## src/rtl/swrl_pkg.sv

```systemverilog
// Shared types, widths and codes of the sliding window rate limiter.
// Used by every module of the block; depends on nothing.
package swrl_pkg;

  localparam int NUM_KEYS_DEF      = 64;
  localparam int SLOTS_PER_KEY_DEF = 16;

  localparam int CMD_W       = 3;
  localparam int KEY_W       = 6;
  localparam int TIME_W      = 48;
  localparam int LIM_W       = 5;
  localparam int WIN_W       = 12;
  localparam int REM_W       = 5;
  localparam int RETRY_W     = 12;
  localparam int WIN_MS_W    = 22;
  localparam int IN_TDATA_W  = 64;
  localparam int OUT_TDATA_W = 24;
  localparam int CFG_IDX_W   = 2;
  localparam int CFG_DATA_W  = 12;

  localparam int unsigned MS_PER_S       = 1000;
  localparam int unsigned BURST_SPAN_MS  = 1000;
  localparam logic [RETRY_W-1:0] RETRY_CAP = 12'd4095;
  // A wait of this many ms or more saturates the answer.
  localparam int unsigned RETRY_SAT_DIFF = 4094000;
  localparam int DIV_W = 22;

  localparam logic [LIM_W-1:0] MAX_REQ_RST = 5'd16;
  localparam logic [LIM_W-1:0] BURST_RST   = 5'd0;
  localparam logic [WIN_W-1:0] WIN_RST     = 12'd60;

  typedef enum logic [CFG_IDX_W-1:0] {
    REG_MAX_REQUESTS   = 2'd0,
    REG_BURST_MAX      = 2'd1,
    REG_WINDOW_SECONDS = 2'd2
  } reg_idx_t;

  typedef enum logic [CMD_W-1:0] {
    CMD_ALLOW     = 3'd0,
    CMD_REMAINING = 3'd1,
    CMD_RETRY     = 3'd2,
    CMD_RESET_KEY = 3'd3,
    CMD_RESET_ALL = 3'd4
  } cmd_t;

  typedef enum logic [3:0] {
    ST_CLEAR,
    ST_IDLE,
    ST_META,
    ST_PURGE_RD,
    ST_PURGE_CHK,
    ST_DECIDE,
    ST_BURST_RD,
    ST_BURST_CHK,
    ST_DIV,
    ST_COMMIT,
    ST_RESULT
  } state_t;

  typedef struct packed {
    logic             start;
    logic [DIV_W-1:0] dividend;
  } div_req_t;

  typedef struct packed {
    logic               done;
    logic [RETRY_W-1:0] quot;
  } div_rsp_t;

endpackage

```

## src/rtl/swrl_div.sv

```systemverilog
// Divider by 1000 for the retry answer, built as a multiply by the reciprocal.
// Depends on swrl_pkg.
module swrl_div (
  input  logic               clk,
  input  logic               rst_n,
  input  swrl_pkg::div_req_t req,
  output swrl_pkg::div_rsp_t rsp
);

  // The reciprocal is 2^32 / 1000 rounded up. It gives the exact floor for every
  // dividend below 2^22.
  localparam int               RECIP_SHIFT = 32;
  localparam int               RECIP_W     = 23;
  localparam logic [RECIP_W-1:0] RECIP     = 23'd4294968;
  localparam int               PROD_W      = swrl_pkg::DIV_W + RECIP_W;

  logic                       go_r, go_nxt;
  logic                       done_r, done_nxt;
  logic [swrl_pkg::DIV_W-1:0] dvd_r, dvd_nxt;
  logic [PROD_W-1:0]          prod_r, prod_nxt;

  // The dividend is registered first, so the multiply starts from a flop.
  always_comb begin
    go_nxt   = req.start;
    done_nxt = go_r;
    dvd_nxt  = req.start ? req.dividend : dvd_r;
    prod_nxt = PROD_W'(dvd_r * RECIP);
  end

  always_ff @(posedge clk) begin
    if (!rst_n) begin
      go_r   <= 1'b0;
      done_r <= 1'b0;
    end else begin
      go_r   <= go_nxt;
      done_r <= done_nxt;
    end
    dvd_r  <= dvd_nxt;
    prod_r <= prod_nxt;
  end

  assign rsp.done = done_r;
  assign rsp.quot = prod_r[RECIP_SHIFT +: swrl_pkg::RETRY_W];

endmodule

```

## config.mk

```make
export PLATFORM = sky130hd
export DESIGN_NAME = swrl_div
export DESIGN_NICKNAME = d
export VERILOG_FILES = /design/src/rtl/swrl_pkg.sv /design/src/rtl/swrl_div.sv
export SDC_FILE = /design/constraint.sdc
export NUM_CORES = 1
export LEC_CHECK = 0
export BUFFER_PORTS_ARGS = -buffer_cell sky130_fd_sc_hd__buf_2
export CORE_ASPECT_RATIO = 0.9
export CORE_MARGIN = 1.5
export CORE_UTILIZATION = 65
export CTS_CLUSTER_SIZE = 25
export DETAILED_ROUTE_END_ITERATION = 12
export PLACE_DENSITY = 0.88
export SYNTH_ARGS = -nofsm -noshare
export SYNTH_HDL_FRONTEND = slang
export SYNTH_SLANG_ARGS = --single-unit
```

## constraint.sdc

```tcl
create_clock -name clk -period 14.6 [get_ports clk]
set_input_delay 4.38 -clock clk [delete_from_list [all_inputs] [get_ports clk]]
set_output_delay 4.38 -clock clk [all_outputs]
set_load 0.01 [all_outputs]
```

==> flow_summary.yaml <==
placed_design:
  gp_congestion: 0.956
  dpl.hpwl_mm: 15.0
  io_buffers: 37
sta:
  setup_violations: 0
  slew_headroom_pct: 53.7
  period_minus_slack_ns: 5.92
  final_hold_viol_count: 0
  finalSetupTns_ns: 0
  rsz0062_at_grt: "false"
  maxSlewViolCount: 0
  period_share_pct: 40.6
  fmax_mhz: 169
  skew_ns: 0.00345
  worst_pin_slew_ns: 0.689
worst_setup_path:
  start_kind: "register"
  end_kind: "register"
  crit_chain: "ha_1, ha_1, inv_1, fa_1, fa_1, inv_1, fa_1, fa_1, inv_1, fa_1, inv_1, ha_1, nand4_1, nor4_2, nor2b_1, a22oi_1, a221oi_2, nor4b_1, a311oi_1"
  cp_slowest_cell: "fa_1"
  path_max_fanout: 6
  rr_worst_depth: 19
  ff2ff_setup_slack_ns: 8.68
  required_ns: 14.80
  regToRegEndpoint: "prod_r[38]"
  crit_family: "adder cells"
  worstPathArrival_ns: 6.13
  r2r_start: "dvd_r[7]"
  critical_path_class: "register to register"
  path_common_cell: "fa_1"
  path_buf_inv: 4
  cpPeakStageDelay_ns: 0.55
global_routing:
  grt_pass1_vias: 5825
  grt_remaining_overflow: 0
  antenna_found_initial: 0
  grt_pass1_wl_mm: 29.0
  track_usage_pct: 33.4
  grt_max_degree: 24
floorplan:
  core-area_mm2: 0.0104
  rows: 35
  initial_core_util_pct: 68.0
  die_w_um: 113
  pin_count: 38
  die_y_um: 102
  die_area_mm2: 0.0115
synthesis:
  synthFlopType: "edfxtp_1"
  synth_commonest_cells: "208 x inv_1, 179 x ha_1, 97 x fa_1"
  avgSynthCellArea_um2: 9.97
  synthDominantCellAreaShare_pct: 31.6
  synth-seq-cells: 36
  synthArstFlopShare_pct: 0
  yosys_warnings: 0
  synth_edf_count: 22
  yosysUniqueCellTypes: 55
  ys_top_cells_by_area: "ha_1 32%, fa_1 27%, inv_1 11%, edfxtp_1 9.3%, dfxtp_1 4.0%"
  synth_area_mm2: 0.00709
  yosysSeqAreaShare_pct: 13.3
  synth_most_common_cell: "inv_1"
  yosys.area.top_type: "ha_1"
  synthCells: 711
  synthesis.nets: 1012
drt:
  drcViolationCount: 0
  via_per_inst: 6.09
  first_pass_iters: 7
  drt_iter0_markers: 537
  wl_per_cell_um: 20.6
  wl_mm: 18.2
  num_vias: 5389
  antenna_left: 0
layout:
  fillers: 690
  area_delta_synth_final_pct: 6.85
  fin_nets: 1055
  drive_gt1_share_pct: 7.42
clocking:
  post_cts_buffers: 0
  htree_num_levels: 2
  cts_sinks: 36
  cts_resized: 0
  clkTransAtPathRegs_ns: 0.06
  cts_root_buffer: "clkbuf_16"
  cts_buffer_depth: 2
  cts_inserted_buffers: 5
  clk_latency_ns: 0.29
  tritoncts: "built"
  hold_buffers: 0
hold_path:
  holdPathStages: 1
  min_to: "done_r"
  hold_class: "register to register"
  worst_hold_startpoint: "done_nxt"
run_status:
  outcome: "completed"
job:
  cap_viol_max_count: 0
metrics by stage:
step | hold WS (ns) | instance area, um2 | utilization [%] | cells | setup slack [ns]
global route | 0.527 | 7570 | 72.6 | 884 | 8.41
finish | 0.493 | 7570 | 72.7 | 885 | 8.68
CTS | 0.504 | 7570 | 72.6 | 884 | 8.72
detailed placement | 0.483 | 7430 | 71.2 | 876 | 8.74
global placement | 0.424 | 7430 | 71.2 | 876 | 8.89
floorplan | 0.412 | 7090 | - | 711 | 9.27
worst reg2reg max path, stage by stage, from the launching register on:
cell and delay [ns]:
edfxtp_1 0.54, ha_1 0.35, ha_1 0.19, inv_1 0.10
fa_1 0.45, fa_1 0.55, inv_1 0.06, fa_1 0.50
fa_1 0.54, inv_1 0.06, fa_1 0.49, inv_1 0.05
ha_1 0.35, nand4_1 0.21, nor4_2 0.36, nor2b_1 0.18
a22oi_1 0.16, a221oi_2 0.36, nor4b_1 0.09, a311oi_1 0.24
placed cells by master (no fill, tap or decap), types with 4 or more instances in the layout:
master / Yosys / final
dfxtp_1: 14 / 14
nand4_1: 7 / 7
and2_1: 5 / 5
o21ai_0: 17 / 17
xor2_1: 4 / 4
clkbuf_16: 0 / 5
fa_1: 97 / 97
nand2_1: 19 / 19
nor3_1: 6 / 6
nor2_1: 13 / 13
ha_1: 179 / 179
buf_2: 0 / 37
a21o_1: 9 / 9
a21oi_1: 30 / 30
inv_1: 208 / 208
and3_1: 4 / 4
nand3_1: 12 / 12
xnor2_1: 5 / 5
edfxtp_1: 22 / 22
final cells by class:
cell class | instances | area, um2 | share of cell area (%)
Tap cell | 129 | 161 | 2.13
Sequential cell | 36 | 941 | 12.4
Timing Repair Buffer | 37 | 185 | 2.45
Clock inverter | 3 | 18.8 | 0.248
Multi-Input combinational cell | 466 | 5360 | 70.8
Antenna cell | 1 | 2.50 | 0.0330
Inverter | 208 | 781 | 10.3
Clock buffer | 5 | 125 | 1.65
routing by layer:
layer | vias to the layer above | global-route usage [%] | routed length [um]
met3 | 80 | 4.09 | 1250
met5 | - | 0 | 0
met1 | 2588 | 40.9 | 7040
met4 | 0 | 17.1 | 924
li1 | 2427 | - | -
met2 | 294 | 59.0 | 9020
state kept, by name (all words and copies together) (netlist names):
register / flops
done_nxt: 1
done_r: 1
dvd_r: 22
prod_r: 12
how the worst max path moves through the flow:
stage / start / end / cells after the start
floorplan: dvd_r[7] / prod_r[43] / 19
global placement: dvd_r[7] / prod_r[38] / 19
detailed placement: dvd_r[7] / prod_r[38] / 19
CTS: dvd_r[7] / prod_r[38] / 19
global route: dvd_r[7] / prod_r[38] / 19
finish: dvd_r[7] / prod_r[38] / 19
cells by family after synthesis:
kind of cell / after synthesis / share of synthesized area [%]
DFF: 36 / 13.3
xor gates and xnor gates: 9 / 1.11
AOI/OAI and AO/OA: 97 / 9.20
and+or+nand+nor: 83 / 6.14
buffers and inverters: 209 / 11.1
adders and majority gates: 276 / 59.0
muxes: 1 / 0.141
Power is left out: the tool's default activity adds up to more than one toggle a clock period on the data nets, which glitch-free logic cannot reach.
